===== src/hdl/tqss_pkg.sv =====
// Shared types and constants of the two-queue sticky service scheduler.
package tqss_pkg;

    // Field widths of the stream items.
    localparam int FUNC_W     = 2;
    localparam int SVC_W      = 32;
    localparam int ARR_W      = 48;
    localparam int STATUS_W   = 2;
    localparam int CLASS_W    = 2;
    localparam int TIME_OUT_W = 48;
    localparam int CNT_W      = 32;
    localparam int DEPTH_W    = 7;

    // Packed stream widths, rounded up to whole bytes.
    localparam int S_TDATA_W  = 80;
    localparam int M_TDATA_W  = 280;

    // Item kinds on the input side.
    localparam logic [FUNC_W-1:0] FUNC_ENQ1 = 2'd0;
    localparam logic [FUNC_W-1:0] FUNC_ENQ2 = 2'd1;

    // Result status codes.
    localparam logic [STATUS_W-1:0] ST_ENQUEUED = 2'd0;
    localparam logic [STATUS_W-1:0] ST_DROPPED  = 2'd1;
    localparam logic [STATUS_W-1:0] ST_SERVED   = 2'd2;
    localparam logic [STATUS_W-1:0] ST_IDLED    = 2'd3;

    // Class codes.
    localparam logic [CLASS_W-1:0] CLASS_NONE = 2'd0;
    localparam logic [CLASS_W-1:0] CLASS_1    = 2'd1;
    localparam logic [CLASS_W-1:0] CLASS_2    = 2'd2;

    // Commands from the controller to the datapath.
    typedef struct packed {
        logic load;   // capture the accepted item
        logic prep;   // queue heads are being read, idle gap is formed
        logic exec;   // apply the item and load the result
    } cmd_t;

endpackage


===== src/hdl/tqss_ctrl.sv =====
// Controller state machine: input handshake, sequencing and output valid.
module tqss_ctrl (
    input  logic           clk,
    input  logic           rst_n,
    input  logic           s_tvalid,
    output logic           s_tready,
    output logic           m_tvalid,
    input  logic           m_tready,
    output tqss_pkg::cmd_t cmd
);

    typedef enum logic [2:0] {
        S_IDLE = 3'b001,
        S_READ = 3'b010,
        S_EXEC = 3'b100
    } state_t;

    state_t state_reg, state_next;
    logic   out_valid_reg, out_valid_next;
    logic   exec_go;

    // The result register may be reloaded once it is empty or being taken.
    assign exec_go = (state_reg == S_EXEC) && (!out_valid_reg || m_tready);

    always_comb
    begin
        state_next = state_reg;
        unique case (state_reg)
            S_IDLE:
            begin
                if (s_tvalid)
                begin
                    state_next = S_READ;
                end
            end
            S_READ:
            begin
                state_next = S_EXEC;
            end
            S_EXEC:
            begin
                if (exec_go)
                begin
                    state_next = S_IDLE;
                end
            end
            default:
            begin
                state_next = S_IDLE;
            end
        endcase
    end

    always_comb
    begin
        out_valid_next = out_valid_reg;
        if (exec_go)
        begin
            out_valid_next = 1'b1;
        end
        else if (m_tready)
        begin
            out_valid_next = 1'b0;
        end
    end

    always_ff @(posedge clk or negedge rst_n)
    begin
        if (!rst_n)
        begin
            state_reg     <= S_IDLE;
            out_valid_reg <= 1'b0;
        end
        else
        begin
            state_reg     <= state_next;
            out_valid_reg <= out_valid_next;
        end
    end

    assign s_tready = (state_reg == S_IDLE);
    assign m_tvalid = out_valid_reg;
    assign cmd.load = (state_reg == S_IDLE) && s_tvalid;
    assign cmd.prep = (state_reg == S_READ);
    assign cmd.exec = exec_go;

endmodule


===== config.mk =====
export PLATFORM = sky130hd
export DESIGN_NAME = tqss_ctrl
export DESIGN_NICKNAME = d
export VERILOG_FILES = /design/src/hdl/tqss_pkg.sv /design/src/hdl/tqss_ctrl.sv
export SDC_FILE = /design/constraint.sdc
export NUM_CORES = 1
export LEC_CHECK = 0
export ABC_AREA = 1
export BUFFER_PORTS_ARGS = -buffer_cell sky130_fd_sc_hd__buf_2
export CORE_AREA = 3 3 40 42
export DETAILED_ROUTE_END_ITERATION = 10
export DIE_AREA = 0 0 43 45
export GPL_TIMING_DRIVEN = 0
export SYNTH_ARGS = -nofsm -noshare
export SYNTH_HDL_FRONTEND = slang
export SYNTH_SLANG_ARGS = --single-unit

===== constraint.sdc =====
create_clock -name clk -period 1.2 [get_ports clk]
set_input_delay 0.24 -clock clk [delete_from_list [all_inputs] [get_ports clk]]
set_output_delay 0.24 -clock clk [all_outputs]
set_load 0.05 [all_outputs]

# Word-level counts from Yosys, hierarchy flattened
# Index checks and enable logic that the tools add are counted.
[classes]
div = 0
bitwise = 0
n_addsub = 0
n_lt_le_gt_ge = 0
n_reduce_logical = 6
n_mul = 0
n_mux = 5
eq_ne = 5
shift = 0
[op_table]
columns = ["cell", "n"]
rows = [
  ["$pmux 3 s3", 1],
  ["$mux 3", 2],
  ["$ne 2x2->1 const B", 2],
  ["$eq 3x1->1 const B", 1],
  ["$eq 3x2->1 const B", 1],
  ["$eq 3x3->1 const B", 1],
  ["$logic_and 1x1->1", 2],
  ["$mux 1", 2],
  ["$reduce_and 2->1", 1],
  ["$reduce_bool 2->1", 1],
  ["$logic_not 1->1", 1],
  ["$logic_or 1x1->1", 1],
]
[totals]
register_bits = 4
mem_bits_rw = 0
latch_bits = 0
rom_bits = 0
input_bits = 4
mem_count = 0

# Logic depth before layout (Yosys ltp)
# Gate-level depths: netlist of run 1.
[logic_depth]
depth_word = 5
depth_mapped = 6
ltp_nobuf = 6

# Worst setup path after synthesis of run 1
# OpenSTA, ideal clock, no wires.
[synth_path]
kind = "flip-flop to output port"
from = "register state_reg[0]"
to = "output cmd[2] (netlist bit)"
path_buffers = 0
arrival_ps = 1363
path_slack_ps = -403
stages_incl_launch_ff = 5
path_cell_list = "dfstp_2 -> inv_1 -> nor2_2 -> nand2_2 -> nor2_1"
[synth_lines]
columns = ["element", "line_no", "text"]
rows = [
  ["start: declaration", "tqss_ctrl.sv:18", "state_t state_reg, state_next;"],
  ["start signal: assignment", "tqss_ctrl.sv:76", "state_reg <= state_next;"],
  ["end: declaration", "tqss_ctrl.sv:9", "output tqss_pkg::cmd_t cmd"],
]

==> metrics.txt, run 1 <==
core area=1285 um2; Sw Ratio=43.69%; 1st-pass router iterations=1; H-tree depth=1; Mapped Area=209.0 um2; drt drc=0; RSZ-0062 raised after global routing=yes; total track usage=5.588%; syn_nets=31; synth top area cells=dfrtp_1 36%, dfstp_2 13%, nor2_1 9.0%; commonest non-fill, non-tap cell in the layout=buf_4; Hold Path Class=in -> reg; P_sw=0.0004983 W; max reg flops=3; compound-gate portion of the synthesized area=2.395%; clock latency on the worst-skew pair=0.24 ns; first-pass GRT wire length=738 um; vias per inst=3.627; GPL Wtd Cong=0.6510; combinational share of power=64.0%; number of global-route vias before repair=210; synth warn=0; pin count of the biggest net entering global routing=5; commonest cells after routing, fill and taps aside=5 x buf_4, 4 x buf_2; antenna violations before repair=0; Peak Freq=675.8 MHz; largest family of logic cells by synthesized area=simple AND/OR/NAND/NOR gates; adder-cell share of the synthesized area=0%; Critical Path RT=0.96 ns; # clock sinks=4; PwrDens=2922 nW/um2; Vias=214; Initial Util=16.26%; worst-margin pin slew=0.2491 ns; XOR/XNOR Fraction of Synth Area=0%; site row count=13; sequential area share after synthesis=48.50%; max cap viols=0; Die H=45 um; Root Driver=clkbuf_4; GRT Residual Overflow=0; part of the power in the clock network=16.0%; Leak=0.2056 nW; post-DP HPWL=341.3 um; final-report hold violation count=0; period utilization=123.3%; Max clock buf depth=2; worst-path fanout max=3; mux cell area share after synthesis=0%; total negative slack=-0.9615 ns; Critical Setup Path Class=reg -> out; fin crit period=1.480 ns; Layout Cell Area excl Fill=390.4 um2; clk slew on worst S/H paths=0.03 ns; die area=1935 um2; crit start category=register; failing checks=setup timing; Setup violations, final=5; fin nets=49; Syn Area/Cell=7.739 um2; largest area contributor in the netlist=dfrtp_1; Ports=9; outcome=finished with violations; WL/cell=7.864 um; Yosys cell types=12; CTS tree=built; cells after synthesis=27; simple-gate share of the synthesized area=30.54%; Final ANT Viol Nets=0; Worst Skew=0.01084 ns; die width=43 um; crit end category=output pin; Internal Power=0.0006423 W; number of synthesized register bits=4; WHS=0.2299 ns; top cell type's share of synthesized area=35.93%; Port Buffers=8; sequential share of power=19.9%; CTS buffer count=3; Critical Path AT=1.24 ns; Final Slew Violations=0; synth-to-layout area growth=86.83%; Slew Limit Headroom=83.51%; Setup WS post-layout=-0.2797 ns; Post-Route WL=464 um; Peak VDD IR=1155 uV; DP Area=276.5 um2; DR iter-0 viols=0; layout cells sized above 1=65.91%; antenna cells=0
==> synth_stat cells <==
master / count
clkinv_2: 1
inv_1: 4
inv_2: 1
nand2_2: 2
nor2_2: 1
nand2_1: 3
dfstp_2: 1
nor2_1: 5
o21ai_0: 1
nand3_1: 3
buf_4: 2
dfrtp_1: 3
==> path summary, 6_finish.rpt <==
path                              start           end  slack, ns  depth (start not counted)
max in group asynchronous         rst_n  state_reg[0]       0.65                          2
setup / recovery           state_reg[0]        cmd[2]      -0.28                          5
min in group asynchronous         rst_n  state_reg[1]       0.33                          2
hold / removal                 m_tready      m_tvalid       0.23                          2
setup reg to reg           state_reg[0]  state_reg[0]      -0.02                          7
hold reg to reg            state_reg[2]      m_tvalid       0.55                          2
==> power groups by stage <==
stage / sequential [W] / clock, W / combinational [W]
after floorplan: 0.000245 / 0 / 0.000362
after global placement: 0.000220 / 0 / 0.000462
after detailed placement: 0.000224 / 0 / 0.000470
after CTS: 0.000228 / 0.000189 / 0.000671
after global routing: 0.000232 / 0.000202 / 0.000781
final: 0.000227 / 0.000183 / 0.000731
==> metrics by stage <==
| step | cells | setup slack [ns] | total power, W | utilization (%) |
|---|---|---|---|---|
| final | 59 | -0.2797 | 0.001141 | 30.38 |
| after floorplan | 27 | -0.03484 | 0.0006075 | - |
| after global routing | 59 | -0.3402 | 0.001214 | 30.38 |
| after detailed placement | 50 | -0.1350 | 0.0006943 | 21.52 |
| after global placement | 50 | -0.1068 | 0.0006826 | 21.52 |
| after CTS | 58 | -0.2787 | 0.001088 | 29.02 |
==> what timing repair did <==
item,CTS,global route
pin swaps,1,1
endpoints found under the hold margin,4,0
resized for setup,13,3
setup buffers,4,1
hold buffers,1,0
endpoints found under the setup margin,4,4
==> layout make-up <==
class / count / area, um2
inverter: 6 / 23.77
tap: 15 / 18.77
multi-input combinational: 15 / 83.83
buffer: 1 / 7.507
sequential: 4 / 102.6
clock buffer: 4 / 26.28
fill: 151 / 894.6
timing repair buffer: 14 / 127.6
==> critical path, cell delays in order (launching register included) <==
cell,delay (ns)
dfstp_2,0.53
inv_2,0.04
nor2_2,0.09
nand2_2,0.10
nor2_4,0.10
buf_8,0.15
==> metal layers <==
metal,up-vias,track usage [%],share of wire [%]
met5,-,0,0
li1,113,-,-
met1,95,3.874,39
met4,0,7.229,0
met3,0,2.789,9.1
met2,6,9.581,52
==> logic make-up after synthesis <==
family                 Yosys count
buffers and inverters            8
DFF                              4
and+or+nand+nor                 14
AOI/OAI and AO/OA                1
Note: power is estimated with default switching activity, not from simulation.
==> run 2, diff against run 1 <==
--- a/config.mk
+++ b/config.mk
@@ -11,6 +11,7 @@
 export DETAILED_ROUTE_END_ITERATION = 10
 export DIE_AREA = 0 0 43 45
 export GPL_TIMING_DRIVEN = 0
+export RECOVER_POWER = 100
 export SYNTH_ARGS = -nofsm -noshare
 export SYNTH_HDL_FRONTEND = slang
 export SYNTH_SLANG_ARGS = --single-unit
==> run 2 against run 1 <==
The flow still finishes with violations (setup timing). Maximum frequency hardly changed. Combinational power about the same. Via count rose by 1.4%. Total power down 0.11%. Non-clock buffer count did not move. Wire length is 0.43% lower. Highest routed layer unchanged.
==> metrics.txt, run 2 (synthesis gave the netlist of run 1 again) <==
vias per inst=3.678; combinational share of power=64.0%; Sw Ratio=43.76%; Layout Cell Area excl Fill=389.1 um2; CTS buffer count=3; Initial Util=16.26%; sequential cell area=102.6 um2; RSZ-0062 raised after global routing=yes; drt drc=0; Vias=217; DR iter-0 viols=0; Worst Skew=0.01084 ns; die width=43 um; DP Area=276.5 um2; worst-margin pin slew=0.2774 ns; max cap viols=0; Post-Route WL=462 um; Peak Freq=675.7 MHz; total track usage=5.588%; Critical path origin=state_reg[0]; Die H=45 um; 1st-pass router iterations=1; first-pass GRT wire length=738 um; total negative slack=-0.9632 ns; layout cells sized above 1=63.64%; Critical R2R Launch=state_reg[0]; Setup violations, final=5; # clock sinks=4; fin crit period=1.480 ns; outcome=finished with violations; die area=1935 um2; GRT Residual Overflow=0; fin nets=49; number of fill cells=151; clk slew on worst S/H paths=0.03 ns; Slew Limit Headroom=81.59%; clock latency on the worst-skew pair=0.24 ns; max reg flops=3; crit start category=register; PwrDens=2928 nW/um2; Max clock buf depth=2; Critical Path RT=0.96 ns; area of the multi-input gates=83.83 um2; pin count of the biggest net entering global routing=5; CTS tree=built; crit end category=output pin; Final Slew Violations=0; part of the power in the clock network=16.0%; number of global-route vias before repair=210; site row count=13; failing checks=setup timing; DP Worst Slack=-0.1350 ns; core area=1285 um2; post-DP HPWL=341.3 um; synth-to-layout area growth=86.23%; WHS=0.2297 ns; commonest cells after routing, fill and taps aside=4 x buf_4, 4 x clkbuf_4; final-report hold violation count=0; Setup WS post-layout=-0.2799 ns; min-delay src=m_tready; Port Buffers=8; sequential share of power=20.0%; H-tree depth=1; period utilization=123.3%; Ports=9; Layout Utilization=30.28%; Root Driver=clkbuf_4; Critical Path AT=1.24 ns; Peak VDD IR=1154 uV; antenna cells=0; Critical Setup Path Class=reg -> out; worst-path fanout max=3; antenna violations before repair=0; Internal Power=0.0006407 W; WL/cell=7.831 um; P_sw=0.0004986 W; Hold Path Class=in -> reg; Leak=0.2021 nW; Final ANT Viol Nets=0; GPL Wtd Cong=0.6510
## run 2: final cells by class
class / count / share of cell area (%)
sequential: 4 / 26.37
inverter: 6 / 6.109
timing repair buffer: 14 / 32.48
tap: 15 / 4.823
clock buffer: 4 / 6.752
multi-input combinational: 15 / 21.54
buffer: 1 / 1.929
## run 2: final timing paths
path / cells past startpoint / end / slack, ns
max in group asynchronous: 2 / state_reg[0] / 0.58
worst min-delay path: 2 / m_tvalid / 0.23
worst min register to register: 2 / m_tvalid / 0.55
worst max register to register: 7 / state_reg[0] / -0.02
worst max-delay path: 5 / cmd[2] / -0.28
min in group asynchronous: 2 / state_reg[1] / 0.36
## run 2: worst max-delay path, cell delays in order (launching register included)
cell     delay, ns
dfstp_2       0.53
inv_2         0.04
nor2_2        0.09
nand2_2       0.10
nor2_4        0.10
buf_8         0.15
## run 2: stage by stage
| stage | total power (W) | instances |
|---|---|---|
| floorplan | 0.0006075 | 27 |
| global placement | 0.0006826 | 50 |
| detailed placement | 0.0006943 | 50 |
| CTS | 0.001088 | 58 |
| global route | 0.001213 | 59 |
| finish | 0.001139 | 59 |
## run 2: per-layer routing
layer / wire length, um / GRT usage [%] / up-vias
li1: - / - / 113
met1: 182 / 3.874 / 98
met2: 237 / 9.581 / 6
met3: 42 / 2.789 / 0
met4: 0 / 7.229 / 0
met5: 0 / 0 / -
## run 2: what timing repair did
item | CTS | global route
hold buffers | 1 | 0
pin swaps | 1 | 1
setup endpoints to repair | 4 | 4
cloned | 0 | 0
resized for setup | 13 | 3
hold endpoints to repair | 4 | 0
buffers inserted | 4 | 1
## run 2: power groups by stage
| stage | logic, W | clock network [W] | registers [W] |
|---|---|---|---|
| 2_1_floorplan | 0.000362 | 0 | 0.000245 |
| 3_3_place_gp | 0.000462 | 0 | 0.000220 |
| 3_5_place_dp | 0.000470 | 0 | 0.000224 |
| 4_1_cts | 0.000671 | 0.000189 | 0.000228 |
| 5_1_grt | 0.000779 | 0.000202 | 0.000232 |
| 6_report | 0.000729 | 0.000183 | 0.000228 |
==> run 3, diff against run 2 <==
--- a/config.mk
+++ b/config.mk
@@ -6,12 +6,13 @@
 export NUM_CORES = 1
 export LEC_CHECK = 0
 export ABC_AREA = 1
-export BUFFER_PORTS_ARGS = -buffer_cell sky130_fd_sc_hd__buf_2
 export CORE_AREA = 3 3 40 42
 export DETAILED_ROUTE_END_ITERATION = 10
 export DIE_AREA = 0 0 43 45
+export DONT_BUFFER_PORTS = 1
 export GPL_TIMING_DRIVEN = 0
 export RECOVER_POWER = 100
+export SKIP_CTS_REPAIR_TIMING = 1
 export SYNTH_ARGS = -nofsm -noshare
 export SYNTH_HDL_FRONTEND = slang
 export SYNTH_SLANG_ARGS = --single-unit
==> constraint.sdc (replaced) <==
create_clock -name clk -period 1.78 [get_ports clk]
set_input_delay 0.356 -clock clk [delete_from_list [all_inputs] [get_ports clk]]
set_output_delay 0.356 -clock clk [all_outputs]
set_load 0.05 [all_outputs]
==> run 3 against run 2 <==
The flow now finishes without violations. Global-route usage shrank 0.92 points. Critical path depth shrank 1. Wire length shrank 13%. Sequential power shrank 27%. Clock power shrank 33%. Sequential share of layout area grew 12 points. Critical endpoint unchanged.
==> metrics.txt, run 3 (synthesis gave the netlist of run 1 again) <==
outcome=completed; P_sw=0.0002814 W; Worst path slowest cell=dfstp_2; commonest cells after routing, fill and taps aside=5 x nor2_1, 4 x inv_1, 3 x nand3_1, 3 x nand2_1, 3 x clkbuf_4; Setup violations, final=0; core area=1285 um2; combinational share of power=47.0%; Critical Path RT=1.42 ns; Critical Path, Cell by Cell=inv_1 > nor2_1 > nand2_2 > nor2_4; Internal Power=0.0002633 W; Ports=9; # clock sinks=4; Port Buffers=0; PwrDens=2054 nW/um2; crit end category=output pin; vias per inst=3.553; Critical R2R Launch=state_reg[0]; total track usage=4.671%; max cap viols=0; Hold Path Class=in -> reg; H-tree depth=1; Final ANT Viol Nets=0; GPL Wtd Cong=0.6340; CTS buffer count=3; fin nets=37; Peak Freq=606.0 MHz; CP top delay family=flip-flops; Worst Path Buf+Inv=1; Crit path largest cell delay=0.52 ns; antenna cells=0; part of the power in the clock network=22.4%; Max clock buf depth=2; period utilization=92.71%; CTS tree=built; R2R Setup Slk=0.63 ns; layout cells sized above 1=37.50%; die area=1935 um2; Root Driver=clkbuf_4; reg2reg end=state_reg[0]; Critical Setup Path Class=reg -> out; Setup WS post-layout=0.1298 ns; Worst Setup EP=cmd[2]; Post-Route WL=402 um; worst-path fanout max=4; Worst Skew=0.004490 ns; Tot Pwr=0.0005447 W; number of fill cells=150; clock latency on the worst-skew pair=0.23 ns; RSZ-0062 raised after global routing=no; fin cells=47; DP Worst Slack=0.01669 ns; DR iter-0 viols=0; sequential cell area=102.6 um2; worst-margin pin slew=0.3234 ns; antenna violations before repair=0; Vias=167; final-report hold violation count=0; Leak=0.1422 nW; WL/cell=8.553 um; Final Slew Violations=0; crit start category=register; sequential share of power=30.6%; Critical Path AT=1.29 ns; area of the multi-input gates=73.82 um2; drt drc=0; Die H=45 um; post-DP HPWL=328.8 um; die width=43 um; Peak VDD IR=855.5 uV; clk slew on worst S/H paths=0.04 ns; synth-to-layout area growth=26.95%; GRT Residual Overflow=0; Critical path origin=state_reg[0]; number of global-route vias before repair=157; pin count of the biggest net entering global routing=5; Cells after DPL=42; max reg flops=3; Sw Ratio=51.66%; first-pass GRT wire length=600 um; Crit. path cell count=4; site row count=13; R2R cell count=6; Initial Util=16.26%; commonest non-fill, non-tap cell in the layout=nor2_1; 1st-pass router iterations=1; Slew Limit Headroom=78.39%; fin crit period=1.650 ns
-- run 3: cell types whose count changed in the layout (fill, tap and decap cells not counted), sizes merged --
cell    change
clkbuf      -1
buf        -11
-- run 3: cell type report --
class / count / share of cell area, %
buffer: 2 / 3.774
clock buffer: 4 / 9.906
inverter: 6 / 8.962
multi-input combinational: 15 / 27.83
sequential: 4 / 38.68
tap: 15 / 7.075
timing repair buffer: 1 / 3.774
-- run 3: power groups by stage --
| stage | combinational [W] | clock, W | sequential, W |
|---|---|---|---|
| 4_1_cts | 0.000252 | 0.000129 | 0.000167 |
| 6_report | 0.000256 | 0.000122 | 0.000167 |
| 2_1_floorplan | 0.000232 | 0 | 0.000164 |
| 3_3_place_gp | 0.000247 | 0 | 0.000167 |
| 3_5_place_dp | 0.000251 | 0 | 0.000169 |
| 5_1_grt | 0.000277 | 0.000138 | 0.000169 |
-- run 3: metrics by stage --
| step | util [%] | setup TNS (ns) | cell area, um2 | hold WS, ns |
|---|---|---|---|---|
| floorplan | - | 0 | 209.0 | 0.06041 |
| detailed placement | 17.72 | 0 | 227.7 | 0.06051 |
| CTS | 19.77 | -0.2403 | 254.0 | -0.1958 |
| global placement | 17.72 | 0 | 227.7 | 0.06051 |
| global route | 20.64 | 0 | 265.3 | 0.2412 |
| finish | 20.64 | 0 | 265.3 | 0.2419 |
-- run 3: worst min path at each step --
stage               startpoint      endpoint  slack (ns)  cells after the start
floorplan                rst_n      m_tvalid        0.06                      0
global placement         rst_n      m_tvalid        0.06                      0
detailed placement       rst_n  state_reg[2]        0.06                      0
CTS                      rst_n  state_reg[2]       -0.20                      0
global route          m_tready      m_tvalid        0.24                      1
finish                m_tready      m_tvalid        0.24                      1
-- run 3: metal layers --
metal	track usage, %	wire length, um	vias up
met1	3.632	160	74
li1	-	-	86
met3	3.187	55	0
met5	0	0	-
met2	6.287	186	7
met4	7.229	0	0
